===== config.mk =====
export PLATFORM = sky130hd
export DESIGN_NAME = rgb_to_hsv_8bit_top_flat
export DESIGN_NICKNAME = d
export VERILOG_FILES = /design/src/rtl/rgbhsv_pkg.sv /design/src/rtl/rgbhsv_if.sv /design/src/rtl/rgb_to_hsv_8bit_top.sv /design/src/flat_wrapper.sv
export VERILOG_INCLUDE_DIRS = /design/src /design/src/rtl
export SDC_FILE = /design/constraint.sdc
export NUM_CORES = 1
export LEC_CHECK = 0
export BUFFER_PORTS_ARGS = -buffer_cell sky130_fd_sc_hd__buf_2
export CAP_MARGIN = 20
export CORE_ASPECT_RATIO = 1.1
export CORE_MARGIN = 10
export CORE_UTILIZATION = 50
export CTS_CLUSTER_SIZE = 40
export DETAILED_ROUTE_END_ITERATION = 8
export GPL_TIMING_DRIVEN = 1
export PLACE_DENSITY = 0.66
export SKIP_LAST_GASP = 1
export SYNTH_ARGS = -nofsm -noshare
export SYNTH_HDL_FRONTEND = slang
export SYNTH_SLANG_ARGS = --single-unit

===== constraint.sdc =====
create_clock -name i_clk -period 12.43 [get_ports i_clk]
set_input_delay 1.243 -clock i_clk [delete_from_list [all_inputs] [get_ports i_clk]]
set_output_delay 1.243 -clock i_clk [all_outputs]
set_load 0.03 [all_outputs]

===== src/rtl/assert_macros.svh =====
// ----------------------------------------------------------------------------
// assert_macros.svh
// Shared concurrent assertion macros for the RTL of the color converter.
// ----------------------------------------------------------------------------
`ifndef ASSERT_MACROS_SVH
`define ASSERT_MACROS_SVH

// The condition on the right must hold in the same cycle as the one on the left.
`define RGBHSV_ASSERT_IMP(label, clk, rst_n, ante, cons) \
    label: assert property (@(posedge clk) disable iff (!(rst_n)) (ante) |-> (cons)) \
        else $error("rgbhsv assertion failed");

// The condition on the right must hold in the cycle after the one on the left.
`define RGBHSV_ASSERT_NEXT(label, clk, rst_n, ante, cons) \
    label: assert property (@(posedge clk) disable iff (!(rst_n)) (ante) |=> (cons)) \
        else $error("rgbhsv assertion failed");

`endif


===== src/rtl/rgbhsv_pkg.sv =====
// ----------------------------------------------------------------------------
// rgbhsv_pkg
// Types, constants and the divider step shared by the RGB to HSV converter.
// ----------------------------------------------------------------------------
package rgbhsv_pkg;

    localparam int C_CHAN_W     = 8;
    localparam int C_DIV_STAGES = 4;
    localparam int C_DIV_BITS   = C_CHAN_W / C_DIV_STAGES;

    localparam logic [C_CHAN_W-1:0] C_SAT_SCALE = 8'd255;
    localparam logic [C_CHAN_W-1:0] C_HUE_SCALE = 8'd43;
    localparam logic [C_CHAN_W-1:0] C_BASE_RED   = 8'd0;
    localparam logic [C_CHAN_W-1:0] C_BASE_GREEN = 8'd85;
    localparam logic [C_CHAN_W-1:0] C_BASE_BLUE  = 8'd171;

    typedef logic [C_CHAN_W-1:0] t_chan;

    typedef enum logic [1:0] {
        SEC_RED   = 2'd0,
        SEC_GREEN = 2'd1,
        SEC_BLUE  = 2'd2
    } t_sector;

    // Partial state of a restoring division: running remainder, and a word
    // that holds the unused low numerator bits on the left and the quotient
    // bits found so far on the right.
    typedef struct packed {
        t_chan rem;
        t_chan quo;
    } t_div;

    function automatic t_div div_steps(input t_div s, input t_chan d);
        t_div                o;
        logic [C_CHAN_W:0]   t;
        logic                ge;
        o = s;
        for (int i = 0; i < C_DIV_BITS; i++) begin
            t     = {o.rem, o.quo[C_CHAN_W-1]};
            ge    = (t >= {1'b0, d});
            o.rem = ge ? C_CHAN_W'(t - {1'b0, d}) : t[C_CHAN_W-1:0];
            o.quo = {o.quo[C_CHAN_W-2:0], ge};
        end
        return o;
    endfunction

    function automatic t_chan sector_base(input t_sector s);
        t_chan b;
        unique case (s)
            SEC_RED:   b = C_BASE_RED;
            SEC_GREEN: b = C_BASE_GREEN;
            SEC_BLUE:  b = C_BASE_BLUE;
            default:   b = C_BASE_RED;
        endcase
        return b;
    endfunction

endpackage


===== src/rtl/rgbhsv_if.sv =====
// ----------------------------------------------------------------------------
// rgbhsv_if
// Valid/ready channels for RGB pixels in and HSV pixels out.
// ----------------------------------------------------------------------------
interface rgbhsv_rgb_if;
    import rgbhsv_pkg::*;

    logic  valid;
    logic  ready;
    t_chan red;
    t_chan green;
    t_chan blue;

    modport source (output valid, output red, output green, output blue, input ready);
    modport sink   (input valid, input red, input green, input blue, output ready);
endinterface

interface rgbhsv_hsv_if;
    import rgbhsv_pkg::*;

    logic  valid;
    logic  ready;
    t_chan hue;
    t_chan saturation;
    t_chan brightness;

    modport source (output valid, output hue, output saturation, output brightness,
                    input ready);
    modport sink   (input valid, input hue, input saturation, input brightness,
                     output ready);
endinterface


===== src/rtl/rgb_to_hsv_8bit_top.sv =====
// ----------------------------------------------------------------------------
// rgb_to_hsv_8bit_top
// Throughput: one item per cycle while the output is not stalled.
// The pipeline holds up to 7 items.
// The two 8-stage restoring dividers are split over 4 pipeline stages.
// Reset (synchronous, active low) clears all valid bits; the pipeline is empty.
// ----------------------------------------------------------------------------
//
// Pipeline:
//   stage 0  max, min, range, sector and the signed hue difference
//   stage 1  numerators 255*range and 43*|difference|
//   stage 2..5  two quotient bits of both divisions per stage
//   stage 6  output register: special cases and the hue sum modulo 256
//
// The whole pipeline advances together whenever the output register is empty
// or its item is being taken, so a stall freezes every stage and nothing is
// lost or repeated.
module rgb_to_hsv_8bit_top (
    input  logic          i_clk,
    input  logic          i_rst_n,
    rgbhsv_rgb_if.sink    i_pix,
    rgbhsv_hsv_if.source  o_pix
);
    import rgbhsv_pkg::*;

    `include "assert_macros.svh"

    localparam int C_LAST = C_DIV_STAGES + 2;

    logic        w_adv;
    logic        r_vld [0:C_LAST];

    // Stage 0 combinational values.
    t_chan       w_mx;
    t_chan       w_mn;
    t_chan       w_x;
    t_chan       w_y;
    t_sector     w_sec;

    // Stage 0 registers.
    t_chan       r1_mx;
    t_chan       r1_delta;
    t_chan       r1_a;
    logic        r1_neg;
    t_sector     r1_sec;

    // Stage 1 numerators.
    logic [2*C_CHAN_W-1:0] w_nsat;
    logic [2*C_CHAN_W-1:0] w_nhue;

    // Division pipeline; entry 0 is loaded by stage 1.
    t_div        r_div_s [0:C_DIV_STAGES];
    t_div        r_div_h [0:C_DIV_STAGES];
    t_chan       r_dvh   [0:C_DIV_STAGES];
    t_chan       r_mx    [0:C_DIV_STAGES];
    logic        r_neg   [0:C_DIV_STAGES];
    t_sector     r_sec   [0:C_DIV_STAGES];

    // Output stage.
    t_chan       w_sat;
    t_chan       w_term;
    t_chan       w_hue;
    t_chan       r_hue;
    t_chan       r_sat;
    t_chan       r_bri;

    // The pipeline may move when the output register is free or emptying.
    assign w_adv       = !r_vld[C_LAST] || o_pix.ready;
    assign i_pix.ready = w_adv;

    always_ff @(posedge i_clk) begin
        if (!i_rst_n) begin
            for (int k = 0; k <= C_LAST; k++) begin
                r_vld[k] <= 1'b0;
            end
        end else if (w_adv) begin
            r_vld[0] <= i_pix.valid;
            for (int k = 1; k <= C_LAST; k++) begin
                r_vld[k] <= r_vld[k-1];
            end
        end
    end

    // Stage 0: find the largest and smallest channel. Ties go to red first,
    // then green. The two remaining channels give the hue difference.
    always_comb begin
        w_mx = (i_pix.red > i_pix.green) ? i_pix.red : i_pix.green;
        if (i_pix.blue > w_mx) begin
            w_mx = i_pix.blue;
        end
        w_mn = (i_pix.red < i_pix.green) ? i_pix.red : i_pix.green;
        if (i_pix.blue < w_mn) begin
            w_mn = i_pix.blue;
        end
        priority if (w_mx == i_pix.red) begin
            w_sec = SEC_RED;
            w_x   = i_pix.green;
            w_y   = i_pix.blue;
        end else if (w_mx == i_pix.green) begin
            w_sec = SEC_GREEN;
            w_x   = i_pix.blue;
            w_y   = i_pix.red;
        end else begin
            w_sec = SEC_BLUE;
            w_x   = i_pix.red;
            w_y   = i_pix.green;
        end
    end

    always_ff @(posedge i_clk) begin
        if (w_adv) begin
            r1_mx    <= w_mx;
            r1_delta <= w_mx - w_mn;
            r1_a     <= (w_x >= w_y) ? (w_x - w_y) : (w_y - w_x);
            r1_neg   <= (w_x < w_y);
            r1_sec   <= w_sec;
        end
    end

    // Stage 1: numerators. Both quotients fit in eight bits because the
    // numerator is below 256 times the divisor, so the upper byte is already
    // a valid starting remainder.
    assign w_nsat = (2*C_CHAN_W)'(r1_delta) * (2*C_CHAN_W)'(C_SAT_SCALE);
    assign w_nhue = (2*C_CHAN_W)'(r1_a) * (2*C_CHAN_W)'(C_HUE_SCALE);

    always_ff @(posedge i_clk) begin
        if (w_adv) begin
            r_div_s[0] <= '{rem: w_nsat[2*C_CHAN_W-1:C_CHAN_W], quo: w_nsat[C_CHAN_W-1:0]};
            r_div_h[0] <= '{rem: w_nhue[2*C_CHAN_W-1:C_CHAN_W], quo: w_nhue[C_CHAN_W-1:0]};
            r_dvh[0]   <= r1_delta;
            r_mx[0]    <= r1_mx;
            r_neg[0]   <= r1_neg;
            r_sec[0]   <= r1_sec;
        end
    end

    // Stages 2 to 5: saturation divides by the maximum, hue by the range.
    // A zero divisor gives a meaningless quotient that the output stage
    // replaces.
    for (genvar s = 0; s < C_DIV_STAGES; s++) begin : g_div
        always_ff @(posedge i_clk) begin
            if (w_adv) begin
                r_div_s[s+1] <= div_steps(r_div_s[s], r_mx[s]);
                r_div_h[s+1] <= div_steps(r_div_h[s], r_dvh[s]);
                r_dvh[s+1]   <= r_dvh[s];
                r_mx[s+1]    <= r_mx[s];
                r_neg[s+1]   <= r_neg[s];
                r_sec[s+1]   <= r_sec[s];
            end
        end
    end

    // Output stage: a black pixel has no saturation, and a grey pixel (zero
    // saturation) has no hue. Otherwise the signed term is added to the
    // sector offset and wraps modulo 256.
    always_comb begin
        w_sat  = (r_mx[C_DIV_STAGES] == '0) ? '0 : r_div_s[C_DIV_STAGES].quo;
        w_term = r_neg[C_DIV_STAGES] ? (t_chan'(0) - r_div_h[C_DIV_STAGES].quo)
                                     : r_div_h[C_DIV_STAGES].quo;
        w_hue  = (w_sat == '0) ? '0 : (sector_base(r_sec[C_DIV_STAGES]) + w_term);
    end

    always_ff @(posedge i_clk) begin
        if (w_adv) begin
            r_hue <= w_hue;
            r_sat <= w_sat;
            r_bri <= r_mx[C_DIV_STAGES];
        end
    end

    assign o_pix.valid      = r_vld[C_LAST];
    assign o_pix.hue        = r_hue;
    assign o_pix.saturation = r_sat;
    assign o_pix.brightness = r_bri;

    // A black result carries neither hue nor saturation.
    `RGBHSV_ASSERT_IMP(a_black, i_clk, i_rst_n, o_pix.valid && (o_pix.brightness == '0), (o_pix.hue == '0) && (o_pix.saturation == '0))
    // A grey result carries no hue.
    `RGBHSV_ASSERT_IMP(a_grey, i_clk, i_rst_n, o_pix.valid && (o_pix.saturation == '0), o_pix.hue == '0)
    // The hue quotient never exceeds the sector scale when the range is nonzero.
    `RGBHSV_ASSERT_IMP(a_hue_q, i_clk, i_rst_n, r_vld[C_LAST-1] && (r_dvh[C_DIV_STAGES] != '0), r_div_h[C_DIV_STAGES].quo <= C_HUE_SCALE)
    // An item in the first stage moves on whenever the pipeline advances.
    `RGBHSV_ASSERT_NEXT(a_advance, i_clk, i_rst_n, r_vld[0] && w_adv, r_vld[1])

endmodule

===== src/flat_wrapper.sv =====
// flat-port wrapper written by rule: the top's interface ports become plain ports
module rgb_to_hsv_8bit_top_flat import rgbhsv_pkg::*;
  (i_clk, i_rst_n, i_pix_valid, i_pix_red, i_pix_green, i_pix_blue, i_pix_ready, o_pix_valid, o_pix_hue, o_pix_saturation, o_pix_brightness, o_pix_ready);
  rgbhsv_rgb_if i_pix_i ();
  rgbhsv_hsv_if o_pix_i ();
  input  logic i_clk;
  input  logic i_rst_n;
  input wire logic [$bits(i_pix_i.valid)-1:0] i_pix_valid;
  input wire logic [$bits(i_pix_i.red)-1:0] i_pix_red;
  input wire logic [$bits(i_pix_i.green)-1:0] i_pix_green;
  input wire logic [$bits(i_pix_i.blue)-1:0] i_pix_blue;
  output wire logic [$bits(i_pix_i.ready)-1:0] i_pix_ready;
  output wire logic [$bits(o_pix_i.valid)-1:0] o_pix_valid;
  output wire logic [$bits(o_pix_i.hue)-1:0] o_pix_hue;
  output wire logic [$bits(o_pix_i.saturation)-1:0] o_pix_saturation;
  output wire logic [$bits(o_pix_i.brightness)-1:0] o_pix_brightness;
  input wire logic [$bits(o_pix_i.ready)-1:0] o_pix_ready;
  assign i_pix_i.valid = i_pix_valid;
  assign i_pix_i.red = i_pix_red;
  assign i_pix_i.green = i_pix_green;
  assign i_pix_i.blue = i_pix_blue;
  assign i_pix_ready = i_pix_i.ready;
  assign o_pix_valid = o_pix_i.valid;
  assign o_pix_hue = o_pix_i.hue;
  assign o_pix_saturation = o_pix_i.saturation;
  assign o_pix_brightness = o_pix_i.brightness;
  assign o_pix_i.ready = o_pix_ready;
  rgb_to_hsv_8bit_top u_core (.i_clk(i_clk), .i_rst_n(i_rst_n), .i_pix(i_pix_i), .o_pix(o_pix_i));
endmodule

Word level (Yosys, flattened, before mapping)
Memory sizes are Yosys's and may differ from the RTL's.
Cells that the tools add are included.
Operators by class
  add/subtract/negate cells: 21
  $mul: 2
  div/mod/pow operators: 0
  $lt $le $gt $ge: 22
  equal/unequal tests: 4
  shift operators: 0
  muxes and demuxes: 41
  bitwise logic cells: 7
  reduce and logical (&&, ||, !) cells: 4
Operator list (count)
  $mux W8: 27
  $sub A8 B8 Y8: 19
  $ge A9 B8 Y1: 16
  $lt A8 B8 Y1: 3
  $eq A8 B8 Y1: 2
  $gt A8 B8 Y1: 2
  $logic_not A8 Y1: 2
  $mul A8 B8 Y16 const B: 1
  $pmux W8 S2: 1
  $mul A8 B6 Y14 const B: 1
  $mux W1: 12
  $add A8 B8 Y8: 1
  $ge A8 B8 Y1: 1
  $sub A1 B8 Y8 const A: 1
  $or A1 B1 Y1: 7
  $eq A2 B1 Y1 const B: 1
  $eq A2 B2 Y1 const B: 1
  $mux W2: 1
  $logic_not A1 Y1: 1
  $logic_or A1 B1 Y1: 1
Word-level totals
  bits in registers: 51
  bits in latches: 0
  memory bits (writable): 262
  bits in read-only memories: 0
  input port bits: 28
  word-level logic and storage cells: 116
  memories kept: 7
Memories
  u_core.r_div_h: words 5, width 16, read ports 5, clocked after memory_dff 0, wr ports 5, RTL line rgb_to_hsv_8bit_top.sv:53  | t_div r_div_h [0:C_DIV_STAGES];
  u_core.r_div_s: words 5, width 16, read ports 5, clocked after memory_dff 0, wr ports 5, RTL line rgb_to_hsv_8bit_top.sv:52  | t_div r_div_s [0:C_DIV_STAGES];
  u_core.r_dvh: words 5, width 8, read ports 4, clocked after memory_dff 0, wr ports 5, RTL line rgb_to_hsv_8bit_top.sv:54  | t_chan r_dvh [0:C_DIV_STAGES];
  u_core.r_mx: words 5, width 8, read ports 5, clocked after memory_dff 0, wr ports 5, RTL line rgb_to_hsv_8bit_top.sv:55  | t_chan r_mx [0:C_DIV_STAGES];
  u_core.r_sec: words 5, width 2, read ports 5, clocked after memory_dff 0, wr ports 5, RTL line rgb_to_hsv_8bit_top.sv:57  | t_sector r_sec [0:C_DIV_STAGES];
  u_core.r_vld: words 7, width 1, read ports 7, clocked after memory_dff 0, wr ports 7, RTL line rgb_to_hsv_8bit_top.sv:31  | logic r_vld [0:C_LAST];
  1 more memories

Depth between registers and ports, before layout
Gate-level depths: netlist of run 1.
  word-level depth: 9
  gate-level depth with buffers: 35
  gate-level depth less buffers: 30

Worst setup path before layout of run 1
No wires, ideal clock.
  path kind: in2out
  start: input port o_pix_ready
  end: output port i_pix_ready
  data arrival time: 8121 ps
  data required time: 11187 ps
  path slack: 3066 ps
  cell stages on the path: 1
  path through: nand2b_1
Between the ends
  longest elaborated chain between the ends: 1
Ends and longest elaborated chain
  start, declared: RTL line flat_wrapper.sv:17  | input wire logic [$bits(o_pix_i.ready)-1:0] o_pix_ready;
  $logic_or A1 B1 Y1: RTL line rgb_to_hsv_8bit_top.sv:68  | assign w_adv = !r_vld[C_LAST] || o_pix.ready;
  end, declared: RTL line flat_wrapper.sv:12  | output wire logic [$bits(i_pix_i.ready)-1:0] i_pix_ready;
No other way between the ends.

Worst setup path in the final report of run 1
  start: input port i_pix_green[5]
  end: register u_core.r1_a[7] (data pin)
Between the ends
  longest elaborated chain between the ends: 9
  elaborated cells on any way between the ends: 14
Ends and longest elaborated chain
  start, declared: RTL line flat_wrapper.sv:10  | input wire logic [$bits(i_pix_i.green)-1:0] i_pix_green;
  $gt A8 B8 Y1: RTL line rgb_to_hsv_8bit_top.sv:87  | w_mx = (i_pix.red > i_pix.green) ? i_pix.red : i_pix.green;
  $mux W8: RTL line rgb_to_hsv_8bit_top.sv:87
  $gt A8 B8 Y1: RTL line rgb_to_hsv_8bit_top.sv:88  | if (i_pix.blue > w_mx) begin
  $mux W8: RTL line rgb_to_hsv_8bit_top.sv:88
  $eq A8 B8 Y1: RTL line rgb_to_hsv_8bit_top.sv:99  | end else if (w_mx == i_pix.green) begin
  $mux W8: RTL line rgb_to_hsv_8bit_top.sv:99
  $mux W8: RTL line rgb_to_hsv_8bit_top.sv:95  | priority if (w_mx == i_pix.red) begin
  $sub A8 B8 Y8 or $ge A8 B8 Y1 (tied branches): RTL line rgb_to_hsv_8bit_top.sv:114  | r1_a <= (w_x >= w_y) ? (w_x - w_y) : (w_y - w_x);
  $mux W8 (*): RTL line rgb_to_hsv_8bit_top.sv:114
  end signal, assigned: RTL line rgb_to_hsv_8bit_top.sv:114
  end, declared: RTL line rgb_to_hsv_8bit_top.sv:43  | t_chan r1_a;
Every way passes the cells marked *; elsewhere a longest branch is shown, timed or not.
A chain may end at the register's enable or synchronous reset.

==> results of run 1 <==
==> layout make-up <==
cell class,instances,area [µm²]
sequential,283,8498
clock inverter,21,302.8
clock buffer,31,733.2
timing repair buffer,64,351.6
tap,513,641.9
fill,3386,17970
multi-input combinational,1201,10770
inverter,243,912.1
==> kinds of logic after synthesis <==
| group | share of synthesized area |
|---|---|
| fa+ha+maj | 0.2122 |
| simple gates | 0.07608 |
| compound gates | 0.09667 |
| flops | 0.4187 |
| buf+inv | 0.05105 |
| mux | 0.09174 |
| xor+xnor | 0.05351 |
==> worst max-delay path: cells and delay by family <==
kind / cells / cell delay [ns]
buffers and inverters: 5 / 1.09
adders and majority gates: 3 / 0.88
xor gates and xnor gates: 1 / 0.08
AOI/OAI and AO/OA: 10 / 1.97
and+or+nand+nor: 11 / 2.64
muxes: 2 / 0.73
==> stage by stage <==
step                        util  instance area (µm²)  hold WS [ns]
after floorplan                -                20290        0.4003
after global placement    0.5267                21160        0.4018
after detailed placement  0.5267                21160        0.4045
after CTS                 0.5525                22200        0.4153
after global routing      0.5528                22210        0.4217
final                     0.5528                22210        0.4123
==> per-layer routing <==
layer  vias up  share of wire  GRT usage
met1      6058           0.41     0.1732
met2       158           0.53     0.2947
met4         0          0.028    0.05195
met3        60          0.033    0.02052
li1       6393              -          -
met5         -              0          0
==> synthesized netlist by cell type (3+ instances only) <==
cell	number	area share
edfxtp_1	283	0.42
ha_1	253	0.16
inv_1	243	0.045
mux2_2	109	0.060
nor2_1	101	0.019
a21oi_1	91	0.022
xnor2_1	82	0.035
o21ai_0	67	0.017
fa_1	57	0.056
mux2i_1	48	0.024
nand2_1	48	0.0089
a21o_1	44	0.016
xor2_1	42	0.018
nor2b_1	34	0.010
nand4_1	28	0.0086
nand2b_1	21	0.0065
o21bai_1	15	0.0055
a21boi_0	13	0.0048
clkbuf_1	12	0.0022
nand3_1	12	0.0030
nor3_1	12	0.0030
and2_1	11	0.0034
mux2_1	11	0.0061
o21a_1	11	0.0041
a31oi_1	8	0.0025
and3_1	8	0.0025
or2_2	7	0.0022
a221oi_4	6	0.0078
nor4_1	6	0.0018
or3_1	6	0.0018
a211oi_1	5	0.0018
buf_1	4	0.00074
and4_1	3	0.0013
buf_2	3	0.00074
buf_6	3	0.0017
o21ai_1	3	0.00074
o31ai_1	3	0.0011
==> how the worst max path moves through the flow <==
stage	startpoint	slack [ns]	endpoint
after floorplan	o_pix_ready	3.07	i_pix_ready
after global placement	i_pix_green[5]	3.27	u_core.r1_a[7]
after detailed placement	i_pix_green[5]	3.11	u_core.r1_a[7]
after CTS	i_pix_green[5]	3.72	u_core.r1_a[7]
after global routing	i_pix_green[5]	3.48	u_core.r1_a[7]
final	i_pix_green[5]	4.09	u_core.r1_a[7]
==> state kept, by name, summed over array words and instances (netlist names), 10 cells and up <==
register,flops
u_core.r_div_h,70
u_core.r_div_s,72
u_core.r_dvh,28
u_core.r_mx,40
u_core.r_sec,10
==> layout by cell type, fill, tap and decap left out, drive strengths merged, types with 12 or more instances in the layout <==
cell / count
a21oi: 91
nand3: 12
xor2: 42
fa: 57
buf: 64
nor2b: 34
inv: 246
ha: 253
a21boi: 15
mux2: 122
a21o: 44
edfxtp: 283
and2: 12
clkbuf: 31
nand4: 28
o21bai: 15
o21ai: 70
nor3: 12
mux2i: 48
nor2: 102
nand2b: 21
nand2: 48
xnor2: 82
==> results.tsv, run 1 <==
stage	metric	value	unit
outcome	status	finished, final reports clean	
sta	slew_violations	0	
place	routabilityCongestion	0.8650	
floorplanning	fp.dieW	212.1	µm
logic_synthesis	synthArstFlopShare	0	
setup_path	worstRegToRegCells	21	
detailed_routing	wl	37.63	mm
setup_path	crit_arrival	8.64	ns
clocking	cts_root_buffer	clkbuf_16	
job	maxCapViolations	0	
grt	grt.total_usage	0.1551	
clocking	clk_latency	0.55	ns
floorplanning	die_h	231.3	µm
logic_synthesis	ys_ff_latch	283	
sta	maxSlewHeadroom	0.3602	
detailed_routing	first_iter_violations	509	
setup_path	crit_slowest_cell	or2_1	
clocking	ctsLongestPathBuffers	3	
detailed_routing	drc	0	
clocking	hold_buffers	0	
floorplanning	coreArea	40170	µm²
grt	grt_pass1_vias	13243	
min_path	hold_path.class	flip-flop to flip-flop	
logic_synthesis	synth_area	20290	µm²
final_layout	instances_no_fill	2356	
floorplanning	fp.dieArea	49060	µm²
logic_synthesis	synthesis.nets	2089	
grt	grt-ovfl-total	0	
sta	hold_viol_final	0	
detailed_routing	drtPass1Iterations	5	
sta	rsz0062_at_grt	no	
detailed_routing	via_per_inst	5.377	
sta	worstMarginPinSlew	0.9597	ns
setup_path	timing.rr.end	u_core.r_div_h[0][44]	
logic_synthesis	ys_warn_count	0	
clocking	post-cts-setup-buffers	0	
setup_path	worstPathRequired	12.73	ns
sta	setup_ws	4.086	ns
setup_path	reg2reg_slack	6.57	ns
final_layout	drive_gt1_frac	0.1329	
min_path	worstHoldStart	u_core.r_sec[0][7]	
min_path	holdPathEnd	u_core.r_sec[0][9]	
logic_synthesis	syn_inst	1751	
floorplanning	start_util	0.5052	
setup_path	worstSetupPathType	input pin to flip-flop	
sta	post-route-min-period	8.344	ns
detailed_routing	vias	12669	
setup_path	slowest_delay	0.48	ns
final_layout	layout.nets	2160	
sta	fmax	0.1198	GHz
clocking	cts_resized	0	
place	dp_hpwl	29.99	mm
logic_synthesis	synthDistinctLibCells	65	
sta	tns	0	ns
min_path	hold_depth	0	
setup_path	r2r-start	u_core.r_dvh[0][9]	
sta	clock_skew	0.01075	ns
detailed_routing	antenna_left	0	
clocking	cts.sinks	283	
logic_synthesis	synthFlopType	edfxtp_1	
sta	setup_violations	0	
final_layout	syn2layout_area_growth	9.426	%
floorplanning	num_rows	77	
setup_path	cpMostUsedCell	a21oi_1	
floorplanning	ioPinCount	54	
logic_synthesis	avgSynthCellArea	11.59	µm²
grt	antenna_found_initial	0	
logic_synthesis	synth_edf_count	283	
place	io_buffers	53	
grt	grt_start_max_net_pins	82	
setup_path	critPathMaxFanout	17	
clocking	clkTransAtPathRegs	0.06	ns
setup_path	start_kind	input pin	
grt	grt_pass1_wl	63.18	mm
detailed_routing	wire_per_inst	15.97	µm
setup_path	end_kind	flip-flop	
clocking	cts_buffers	29	
logic_synthesis	ys_seq_area_frac	0.4187	
place	placedCellCount	2303	
sta	period_share	0.6713	
clocking	cts_tree	yes	
final_layout	n_antenna_cell	0	
place	dp_slack	3.114	ns
clocking	htree_levels	1	
Power of run 1 is not shown: default switching activity piles up to over one toggle a cycle in this logic, so the estimate is an artifact.
==> run 2: changes to the inputs <==
PLACE_DENSITY = 0.69   (was 0.66)
clock period = 7.6 ns   (was 12.43 ns; I/O delays follow)
==> run 2 against run 1 <==
Compared with the run above:
- global-route usage increased by 0.060 points
- worst setup slack got worse by 3.5 ns
- first-iteration DRC count increased by 17%
- sequential share of layout area down 0.27 points
- design area is 0.71% higher
- final cell count grew 1.6%
- hold slack improved by 0.0012 ns
- die area unchanged
==> results.tsv, run 2 (synthesis results as in run 1) <==
stage	metric	value	unit	change
min_path	holdPathEnd	u_core.r_div_h[0][53]		
floorplanning	ioPinCount	54		unchanged
grt	grt_pass1_vias	13589		+2.6%
detailed_routing	drtPass1Iterations	5		unchanged
sta	tns	0	ns	unchanged
final_layout	n_antenna_cell	0		unchanged
clocking	cts_resized	0		unchanged
floorplanning	fp.dieW	212.1	µm	unchanged
setup_path	worstPathRequired	7.90	ns	-4.83 ns
sta	worstMarginPinSlew	0.9462	ns	-0.01345 ns
detailed_routing	first_iter_violations	598		+17%
final_layout	top_regs	u_core.r_div_s x72, u_core.r_div_h x70, u_core.r_mx x40		
detailed_routing	wire_per_inst	15.79	µm	-1.2%
sta	rsz0062_at_grt	no		
grt	grt_pass1_wl	63.71	mm	+0.83%
setup_path	slowest_delay	0.38	ns	-0.10 ns
setup_path	worstSetupPathType	input pin to flip-flop		
detailed_routing	wl	37.78	mm	+0.40%
sta	period_share	0.9188		
detailed_routing	drc	0		unchanged
clocking	cts_tree	yes		
setup_path	crit_arrival	7.29	ns	-1.35 ns
sta	maxSlewHeadroom	0.3692		+0.008967
setup_path	crit_slowest_cell	fa_1		
place	io_buffers	53		unchanged
setup_path	timing.rr.end	u_core.r_div_h[0][61]		
clocking	ctsLongestPathBuffers	3		unchanged
min_path	worstHoldStart	u_core.r_div_h[0][35]		
sta	setup_violations	0		unchanged
floorplanning	num_rows	77		unchanged
sta	clock_skew	0.01045	ns	-0.0002979 ns
place	routabilityCongestion	0.8833		+2.1%
clocking	hold_buffers	0		unchanged
final_layout	drive_gt1_frac	0.1479		+0.01494
clocking	clk_latency	0.55	ns	about the same
detailed_routing	via_per_inst	5.368		-0.18%
grt	grt.total_usage	0.1557		+0.0005987
grt	grt-ovfl-total	0		unchanged
setup_path	critPathMaxFanout	11		-6
clocking	cts.sinks	283		unchanged
clocking	cts_root_buffer	clkbuf_16		
final_layout	layout_common_cells	edfxtp_1 (283), ha_1 (253), inv_1 (243)		
setup_path	start_kind	input pin		
clocking	htree_levels	1		unchanged
floorplanning	die_h	231.3	µm	unchanged
floorplanning	start_util	0.5052		unchanged
sta	fmax	0.1432	GHz	
setup_path	reg2reg_slack	1.87	ns	-4.70 ns
job	maxCapViolations	0		unchanged
setup_path	end_kind	flip-flop		
min_path	hold_depth	0		unchanged
clocking	cts_buffers	29		unchanged
final_layout	largest_reg_flops	72		unchanged
setup_path	worstRegToRegCells	21		unchanged
min_path	hold_path.class	flip-flop to flip-flop		
clocking	post-cts-setup-buffers	0		unchanged
detailed_routing	vias	12845		+1.4%
final_layout	fill_cells	3310		-2.2%
final_layout	layout.nets	2196		+1.7%
place	dp_hpwl	30.20	mm	+0.68%
detailed_routing	antenna_left	0		unchanged
setup_path	r2r-start	u_core.r_dvh[0][17]		
grt	grt_start_max_net_pins	75		-8.5%
final_layout	syn2layout_area_growth	10.20	%	
grt	antenna_found_initial	0		unchanged
sta	hold_viol_final	0		unchanged
floorplanning	fp.dieArea	49060	µm²	unchanged
final_layout	largest_register	u_core.r_div_s		
clocking	clkTransAtPathRegs	0.06	ns	about the same
floorplanning	coreArea	40170	µm²	unchanged
outcome	status	finished, final reports clean		
sta	post-route-min-period	6.983	ns	
final_layout	final_common_cell	edfxtp_1		
sta	slew_violations	0		unchanged
run 2: layout make-up:
type | instances | area (µm²) | area share
clock buffer | 34 | 744.5 | 0.03329
clock inverter | 19 | 170.2 | 0.007608
inverter | 243 | 912.1 | 0.04078
multi-input combinational | 1201 | 10770 | 0.4815
sequential | 283 | 8498 | 0.3800
tap | 513 | 641.9 | 0.02870
timing repair buffer | 100 | 630.6 | 0.02820
run 2: routing by layer:
metal | track usage | share of wire
met5 | 0 | 0
met4 | 0.04273 | 0.021
met2 | 0.3044 | 0.54
met3 | 0.02025 | 0.034
met1 | 0.1704 | 0.41
run 2: metrics by stage:
step / setup slack [ns] / hold slack [ns] / cell area [µm²] / cells / util
4_1_cts: 0.6144 / 0.4154 / 22370 / 2393 / 0.5567
5_1_grt: 0.03363 / 0.4200 / 22370 / 2393 / 0.5567
6_report: 0.6172 / 0.4135 / 22370 / 2393 / 0.5567
3_5_place_dp: 0.03348 / 0.4045 / 21450 / 2340 / 0.5339
2_1_floorplan: 0.2232 / 0.4003 / 20300 / 1751 / -
3_3_place_gp: 0.1818 / 0.4007 / 21450 / 2340 / 0.5339
run 2: worst max path at each step:
stage	start	endpoint	slack [ns]	cells past startpoint
6_report	i_pix_green[2]	u_core.r1_a[7]	0.62	31
3_5_place_dp	i_pix_green[2]	u_core.r1_a[7]	0.03	31
5_1_grt	i_pix_green[7]	u_core.r1_a[7]	0.03	33
2_1_floorplan	i_pix_green[5]	u_core.r1_a[7]	0.22	34
4_1_cts	i_pix_green[2]	u_core.r1_a[7]	0.61	31
3_3_place_gp	i_pix_green[2]	u_core.r1_a[7]	0.18	31
run 2: critical path, delay by kind of cell:
family | cells | cell delay (ns)
multiplexers | 2 | 0.52
buffers and inverters | 5 | 0.76
XOR/XNOR | 1 | 0.08
AO/OA/AOI/OAI | 12 | 2.37
AND/OR/NAND/NOR | 7 | 1.56
adder cells (fa/ha/maj) | 4 | 1.21
Power of run 2 is left out for the same reason.
